### config.mk
export PLATFORM = sky130hd
export DESIGN_NAME = boe_ctrl
export DESIGN_NICKNAME = d
export VERILOG_FILES = /design/src/boe_pkg.sv /design/src/boe_ctrl.sv
export SDC_FILE = /design/constraint.sdc
export NUM_CORES = 1
export LEC_CHECK = 0
export BUFFER_PORTS_ARGS = -buffer_cell sky130_fd_sc_hd__buf_4
export CAP_MARGIN = 20
export CORE_MARGIN = 2
export CORE_UTILIZATION = 47
export CTS_CLUSTER_SIZE = 14
export DETAILED_ROUTE_END_ITERATION = 10
export GPL_ROUTABILITY_DRIVEN = 0
export PLACE_DENSITY = 0.8
export SLEW_MARGIN = 5
export SYNTH_ARGS = -nofsm -noshare
export SYNTH_HDL_FRONTEND = slang
export SYNTH_SLANG_ARGS = --single-unit
### constraint.sdc
create_clock -name clk -period 2.4 [get_ports clk]
set_clock_uncertainty 0.2 [all_clocks]
set_input_delay 0.48 -clock clk [delete_from_list [all_inputs] [get_ports clk]]
set_output_delay 0.48 -clock clk [all_outputs]
set_load 0.01 [all_outputs]
### src/boe_pkg.sv
`timescale 1ns / 1ps
package boe_pkg;

  // configuration register indexes
  localparam logic [1:0] REG_THRESH = 2'd0;
  localparam logic [1:0] REG_MINHIT = 2'd1;
  localparam logic [1:0] REG_GAP    = 2'd2;
  localparam logic [1:0] REG_CAL    = 2'd3;

  // configuration reset values
  localparam logic signed [7:0] THRESH_RST = -8'sd65;
  localparam logic [5:0]        MINHIT_RST = 6'd10;
  localparam logic [4:0]        GAP_RST    = 5'd3;
  localparam logic [7:0]        CAL_RST    = 8'd10;

  // output saturation and divide-by-ten reciprocal
  localparam int unsigned       CNT_MAX    = 127;
  localparam int unsigned       PEOPLE_MAX = 2047;
  localparam logic [33:0]       RECIP_10   = 34'd52429;
  localparam int unsigned       RECIP_SH   = 19;
  localparam logic [15:0]       HITS_MAX   = 16'hFFFF;
  localparam logic [15:0]       DROP_MAX   = 16'hFFFF;

  // one table entry
  typedef struct packed {
    logic [47:0] addr;
    logic [15:0] hits;
    logic [31:0] sum;
  } ent_t;

  typedef enum logic [3:0] {
    ST_IDLE, ST_R_CHK, ST_R_RD, ST_R_CMP, ST_R_INS,
    ST_A_RD, ST_A_CHK, ST_A_DIV,
    ST_C_INIT, ST_C_RD, ST_C_CMP, ST_C_END,
    ST_M_MUL, ST_M_DIV, ST_EMIT
  } state_t;

  // controller to datapath
  typedef struct packed {
    logic ld_in;
    logic idx_clr;
    logic idx_inc;
    logic rd_ent;
    logic wr_hit;
    logic wr_new;
    logic drop_inc;
    logic n_clr;
    logic div_start;
    logic avg_wr;
    logic rd_avg;
    logic clu_clr;
    logic best_clr;
    logic best_upd;
    logic anchor_set;
    logic mul;
    logic recip;
    logic emit;
  } cmd_t;

  // datapath to controller
  typedef struct packed {
    logic below;
    logic used_zero;
    logic used_full;
    logic match;
    logic last_ent;
    logic qualifies;
    logic div_done;
    logic n_zero;
    logic last_avg;
    logic found;
    logic out_free;
  } sts_t;

endpackage

### src/boe_ctrl.sv
`timescale 1ns / 1ps
module boe_ctrl
  import boe_pkg::*;
(
  input  logic clk,
  input  logic rst_n,
  input  logic in_valid,
  input  logic in_kind,
  output logic in_ready,
  input  sts_t sts,
  output cmd_t cmd
);

  state_t state_r, state_nxt;

  // state register
  always_ff @(posedge clk) begin
    if (!rst_n) begin
      state_r <= ST_IDLE;
    end else begin
      state_r <= state_nxt;
    end
  end

  // next state and commands
  always_comb begin
    state_nxt = state_r;
    cmd       = '0;
    in_ready  = 1'b0;
    unique case (state_r)
      ST_IDLE: begin
        in_ready = 1'b1;
        if (in_valid) begin
          cmd.ld_in   = 1'b1;
          cmd.idx_clr = 1'b1;
          if (in_kind) begin
            cmd.n_clr = 1'b1;
            state_nxt = sts.used_zero ? ST_C_INIT : ST_A_RD;
          end else begin
            state_nxt = ST_R_CHK;
          end
        end
      end
      // report: search the table
      ST_R_CHK: begin
        if (sts.below) state_nxt = ST_IDLE;
        else if (sts.used_zero) state_nxt = ST_R_INS;
        else state_nxt = ST_R_RD;
      end
      ST_R_RD: begin
        cmd.rd_ent = 1'b1;
        state_nxt  = ST_R_CMP;
      end
      ST_R_CMP: begin
        if (sts.match) begin
          cmd.wr_hit = 1'b1;
          state_nxt  = ST_IDLE;
        end else if (sts.last_ent) begin
          state_nxt = ST_R_INS;
        end else begin
          cmd.idx_inc = 1'b1;
          state_nxt   = ST_R_RD;
        end
      end
      ST_R_INS: begin
        if (sts.used_full) cmd.drop_inc = 1'b1;
        else cmd.wr_new = 1'b1;
        state_nxt = ST_IDLE;
      end
      // end of scan: averages
      ST_A_RD: begin
        cmd.rd_ent = 1'b1;
        state_nxt  = ST_A_CHK;
      end
      ST_A_CHK: begin
        if (sts.qualifies) begin
          cmd.div_start = 1'b1;
          state_nxt     = ST_A_DIV;
        end else if (sts.last_ent) begin
          state_nxt = ST_C_INIT;
        end else begin
          cmd.idx_inc = 1'b1;
          state_nxt   = ST_A_RD;
        end
      end
      ST_A_DIV: begin
        if (sts.div_done) begin
          cmd.avg_wr = 1'b1;
          if (sts.last_ent) begin
            state_nxt = ST_C_INIT;
          end else begin
            cmd.idx_inc = 1'b1;
            state_nxt   = ST_A_RD;
          end
        end
      end
      // clustering: each pass finds the next anchor
      ST_C_INIT: begin
        cmd.clu_clr  = 1'b1;
        cmd.idx_clr  = 1'b1;
        cmd.best_clr = 1'b1;
        state_nxt    = sts.n_zero ? ST_M_MUL : ST_C_RD;
      end
      ST_C_RD: begin
        cmd.rd_avg = 1'b1;
        state_nxt  = ST_C_CMP;
      end
      ST_C_CMP: begin
        cmd.best_upd = 1'b1;
        if (sts.last_avg) begin
          state_nxt = ST_C_END;
        end else begin
          cmd.idx_inc = 1'b1;
          state_nxt   = ST_C_RD;
        end
      end
      ST_C_END: begin
        if (sts.found) begin
          cmd.anchor_set = 1'b1;
          cmd.idx_clr    = 1'b1;
          cmd.best_clr   = 1'b1;
          state_nxt      = ST_C_RD;
        end else begin
          state_nxt = ST_M_MUL;
        end
      end
      // scaling and result
      ST_M_MUL: begin
        cmd.mul   = 1'b1;
        state_nxt = ST_M_DIV;
      end
      ST_M_DIV: begin
        cmd.recip = 1'b1;
        state_nxt = ST_EMIT;
      end
      ST_EMIT: begin
        if (sts.out_free) begin
          cmd.emit  = 1'b1;
          state_nxt = ST_IDLE;
        end
      end
      default: state_nxt = ST_IDLE;
    endcase
  end

endmodule

==> results of run 1 <==
-- worst register-to-register path, stage by stage, from the launching register on --
cell and delay (ns):
dfxtp_1 0.51, nand2b_1 0.18, buf_4 0.15, o22ai_1 0.08
a2111oi_0 0.52, o22ai_1 0.16
-- cells by family (layout without fill, tap and decap cells) --
logic type,count (synthesis),after routing,share of synthesized area [%]
AND/OR/NAND/NOR,56,56,49.1
AO/OA/AOI/OAI,26,26,26.9
buffers and inverters,13,47,11.4
flip-flops,4,4,12.6
-- final cells by class --
cell class / count / area (um2)
multi-input cells: 82 / 484
fillers: 106 / 365
repair buffers: 39 / 293
flip-flops and latches: 4 / 82.6
clock buffers: 3 / 22.5
inverters: 5 / 18.8
well taps: 15 / 18.8
-- path summary, 6_finish.rpt --
| kind | start | to | depth (start not counted) |
|---|---|---|---|
| min | rst_n | state_r[3]$_SDFFE_PN0P_ | 3 |
| min reg2reg | state_r[0]$_SDFFE_PN0P_ | state_r[0]$_SDFFE_PN0P_ | 2 |
| max | state_r[1]$_SDFFE_PN0P_ | cmd[13] | 4 |
| max reg2reg | state_r[1]$_SDFFE_PN0P_ | state_r[0]$_SDFFE_PN0P_ | 5 |
-- metal layers --
layer | track usage, % | part of all wire, % | routed length, um | up-vias
met5 | 0 | 0 | 0 | -
met4 | 12.5 | 2.9 | 59 | 0
met3 | 3.80 | 10 | 209 | 9
met2 | 46.9 | 47 | 937 | 55
met1 | 34.1 | 40 | 796 | 393
li1 | - | - | - | 430
-- stage by stage --
step	instance area, um2	instances	utilization [%]	worst slack [ns]
2_1_floorplan	637	99	-	0.512
3_5_place_dp	895	145	69.6	0.236
6_report	920	148	71.6	0.111
3_3_place_gp	895	145	69.6	0.283
4_1_cts	918	148	71.5	0.0839
5_1_grt	920	148	71.6	0.0267
-- synth_stat cells --
cell,number,share of area [%]
nor2_1,13,7.7
nor3_1,9,7.1
nand2_1,7,4.1
a21oi_1,6,4.7
inv_1,5,2.9
nor2b_1,5,4.9
buf_2,4,3.1
dfxtp_1,4,13
o22ai_1,4,3.9
buf_4,3,3.5
nor3b_1,3,3.5
o21ai_0,3,2.4
a2111oi_0,2,2.8
a31oi_1,2,2.0
and2_1,2,2.0
nand2b_1,2,2.0
nand3_1,2,1.6
nor4_1,2,2.0
or2b_2,2,2.8
a21boi_1,1,1.2
a21o_1,1,1.2
a311oi_1,1,1.4
a32o_1,1,1.6
and3_1,1,0.98
and3b_1,1,1.4
buf_6,1,1.8
nand3b_1,1,1.2
nand4b_1,1,1.4
nor4_2,1,2.0
nor4bb_1,1,1.6
o21a_1,1,1.2
o21ai_1,1,0.79
o21bai_1,1,1.2
o221ai_1,1,1.4
o2bb2ai_1,1,1.4
or2_2,1,0.98
or3_1,1,0.98
or4_1,1,1.2
-- power by group through the flow --
stage,sequential (uW),combinational [uW],clock [uW]
finish,167,626,87.6
global route,175,700,88.1
CTS,163,624,85.6
detailed placement,161,620,0
global placement,161,610,0
floorplan,110,463,0
-- what timing repair did --
item	CTS	global route
endpoints found under the setup margin	1	1
endpoints found under the hold margin	0	0
buffers inserted	0	0
gates resized for setup	1	1
cloned	0	0
==> impl_metrics.yaml, run 1 <==
status:
  status: "complete, no violations"
routing:
  drtAntennaViolNets: 0
  vias: 887
  dr.pass1.iters: 4
  drt-total-wl_um: 2000
  drt_iter0_markers: 38
  wire_per_inst_um: 13.5
  drcViolationCount: 0
  viasPerCell: 5.99
clock_tree:
  clkTransAtPathRegs_ns: 0.04
  cts_made_buffers: 3
  hold_buffers: 0
  cts.path.max_buffers: 2
  cts_tree: "done"
  clk_latency_ns: 0.24
  h-tree-depth: 1
  root_buffer: "clkbuf_4"
  clock-sinks: 4
yosys:
  synth-seq-cells: 4
  postSynthAreaPerCell_um2: 6.43
  synth_area_um2: 637
  synth_seq_area_share_pct: 12.6
  syn_inst: 99
  synthesis.nets: 114
  synth_cell_type_count: 38
  yosysWarnings: 0
setup_path:
  worstPathArrival_ns: 1.61
  path_common_cell: "buf_4"
  path_cells: "buf_4, or2b_2, nor3_1, buf_4"
  cp.buffers_inverters: 2
  r2r_setup_slack_ns: 0.47
  crit_path_max_incr_delay_ns: 0.51
  worst_ep_required_time_ns: 1.72
  critPathCaptureType: "output pin"
  cp_top_family: "flip-flops"
  crit_fanout: 10
  critPathLaunchType: "flop"
  slowest_stage: "dfxtp_1"
  path_class: "reg -> out"
sta:
  setup_tns_ns: 0
  setup_violations: 0
  rsz0062_at_grt: "no"
  slew_headroom_pct: 65.8
  slew_violations: 0
  max_freq_ghz: 0.437
  hold_violations: 0
  min_period_ns: 2.29
  worst_pin_slew_ns: 0.500
  fin_crit_sh_pct: 95.4
  hold_slack_ns: 0.318
power:
  power.leakage_uw: 0.000416
  p_sw_uw: 417
  p_int_uw: 463
  ir_worst_vdd_uv: 416
  p_sw_share_pct: 47.4
  p_per_area_nw_per_um2: 957
  power_uw: 880
  power_frac_seq_pct: 18.9
  clkPwrFrac_pct: 10.0
  combinationalPowerShare_pct: 71.1
die:
  num_io_pins: 34
  initial_core_util_pct: 49.6
  row_count: 13
  core-area_um2: 1280
  die_w_um: 40.8
  die-area_um2: 1670
  fp.dieH_um: 40.8
worst_hold_path:
  hold_class: "in -> reg"
layout:
  reg_top3: "state_r (4)"
  final_common_cell: "buf_4"
  drive_gt1_share_pct: 36.1
  regMostFlops: "state_r"
  final_cell_mix: "buf_4 (39), nor2_1 (13), nor3_1 (9)"
  num_antenna_cells: 0
  syn_to_final_growth_pct: 44.4
  nets: 150
  largest_reg_flops: 4
global_routing:
  grt_overflow: 0
  grt_pass1_vias: 767
  grt_max_degree: 20
  antenna_found_initial: 0
  grt_pass1_wl_um: 3110
  track_usage_pct: 27.7
placed_design:
  place.port_buffers: 33
  dp_hpwl_um: 1550
job:
  max_cap_violations: 0
(Power assumes the default switching activity.)
==> run 2, diff against run 1 <==
--- a/config.mk
+++ b/config.mk
@@ -15,2 +15,3 @@
 export PLACE_DENSITY = 0.8
+export SETUP_SLACK_MARGIN = 0.02
 export SLEW_MARGIN = 5
==> constraint.sdc (replaced) <==
create_clock -name clk -period 2.4 [get_ports clk]
set_clock_uncertainty 0.2 [all_clocks]
set_input_delay 0.24 -clock clk [delete_from_list [all_inputs] [get_ports clk]]
set_output_delay 0.24 -clock clk [all_outputs]
set_load 0.01 [all_outputs]
==> impl_metrics.yaml, run 2 (same netlist as run 1, synthesis figures left out) <==
routing:
  viasPerCell: 5.88
  wire_per_inst_um: 13.6
  drtAntennaViolNets: 0
  drt_iter0_markers: 23
  dr.pass1.iters: 4
  drcViolationCount: 0
  drt-total-wl_um: 1980
  vias: 858
sta:
  max_freq_ghz: 0.463
  slew_violations: 0
  slew_headroom_pct: 70.0
  fin_crit_sh_pct: 89.9
  setup_tns_ns: 0
  setup_violations: 0
  worst_pin_slew_ns: 0.438
  hold_violations: 0
  min_period_ns: 2.16
  setup_ws_ns: 0.241
  rsz0062_at_grt: "no"
placed_design:
  dp_hpwl_um: 1520
  pre_cts_ws_ns: 0.463
  place_area_um2: 880
  dp_cells: 143
  place.port_buffers: 33
layout:
  layoutNonFillerInstCount: 146
  reg_top3: "state_r (4)"
  final_common_cell: "buf_4"
  syn_to_final_growth_pct: 41.7
  fill_cells: 124
  drive_gt1_share_pct: 33.6
  final_cell_mix: "buf_4 (37), nor2_1 (13), nor3_1 (9)"
  nets: 148
  regMostFlops: "state_r"
  num_antenna_cells: 0
  largest_reg_flops: 4
  fin_area_um2: 902
setup_path:
  crit_fanout: 13
  regToRegStartpoint: "state_r[0]$_SDFFE_PN0P_"
  reg2regPathDepth: 4
  worst_ep_required_time_ns: 1.96
  r2r_setup_slack_ns: 0.44
  path_class: "reg -> out"
  worstPathArrival_ns: 1.72
  r2r-end: "state_r[2]$_SDFFE_PN0P_"
  critPathLaunchType: "flop"
  critPathCaptureType: "output pin"
clock_tree:
  clock-sinks: 4
  cts_resized: 0
  cts_made_buffers: 3
  hold_buffers: 0
  cts_tree: "done"
  h-tree-depth: 1
  clkTransAtPathRegs_ns: 0.04
  cts.path.max_buffers: 2
  clk_latency_ns: 0.25
  root_buffer: "clkbuf_4"
  postCtsSetupBuffers: 0
power:
  p_per_area_nw_per_um2: 954
  power.leakage_uw: 0.000406
  ir_worst_vdd_uv: 621
global_routing:
  grt_pass1_wl_um: 2970
  grt_overflow: 0
  grt_max_degree: 14
  track_usage_pct: 26.2
  grt_pass1_vias: 678
  antenna_found_initial: 0
worst_hold_path:
  hold_class: "in -> reg"
  hp-start: "rst_n"
  min_to: "state_r[3]$_SDFFE_PN0P_"
  worstHoldPathCells: 3
die:
  die_w_um: 40.8
  fp.dieH_um: 40.8
  core-area_um2: 1280
  initial_core_util_pct: 49.6
  die-area_um2: 1670
  row_count: 13
  num_io_pins: 34
job:
  max_cap_violations: 0
status:
  status: "complete, no violations"
[run 2: worst max path at each step]
stage / slack, ns / cells past startpoint / endpoint / start
6_report: 0.24 / 7 / cmd[15] / state_r[0]$_SDFFE_PN0P_
5_1_grt: 0.14 / 5 / cmd[11] / state_r[0]$_SDFFE_PN0P_
4_1_cts: 0.24 / 4 / cmd[16] / state_r[2]$_SDFFE_PN0P_
3_5_place_dp: 0.46 / 5 / state_r[2]$_SDFFE_PN0P_ / state_r[1]$_SDFFE_PN0P_
3_3_place_gp: 0.51 / 5 / cmd[11] / state_r[0]$_SDFFE_PN0P_
2_1_floorplan: 0.75 / 3 / cmd[16] / state_r[2]$_SDFFE_PN0P_
[run 2: layout make-up]
| class | count | area [um2] | area share, % |
|---|---|---|---|
| clock buffer | 3 | 22.5 | 2.50 |
| inverter | 5 | 18.8 | 2.08 |
| multi-input combinational | 82 | 484 | 53.7 |
| sequential | 4 | 80.1 | 8.88 |
| tap | 15 | 18.8 | 2.08 |
| timing repair buffer | 37 | 278 | 30.8 |
[run 2: per-layer routing]
layer	wire [um]	up-vias	share of wire (%)	GRT usage, %
li1	-	429	-	-
met1	874	382	44	34.6
met2	921	45	46	44.9
met3	177	2	8.9	3.26
met4	11	0	0.55	5.00
met5	0	-	0	0
[run 2: metrics by stage]
step                power [uW]  hold WS (ns)  util, %
floorplan                  573         0.191        -
global placement           753         0.324     68.5
detailed placement         762         0.335     68.5
CTS                        855        0.0852     70.2
global route               939         0.106     70.2
finish                     861        0.0903     70.2
[run 2: power breakdown]
group	switching, uW	internal (uW)	total, uW
Clock	34.9	56.4	91.3
Combinational	305	299	603
Sequential	75.3	91.0	166
Total	415	446	861
[run 2: critical path, stage by stage, from the launching register on]
cell     delay [ns]
dfxtp_1        0.54
buf_4          0.26
nand2_1        0.08
o21ai_0        0.09
a21oi_1        0.09
nor3_1         0.15
o21a_1         0.15
buf_4          0.11
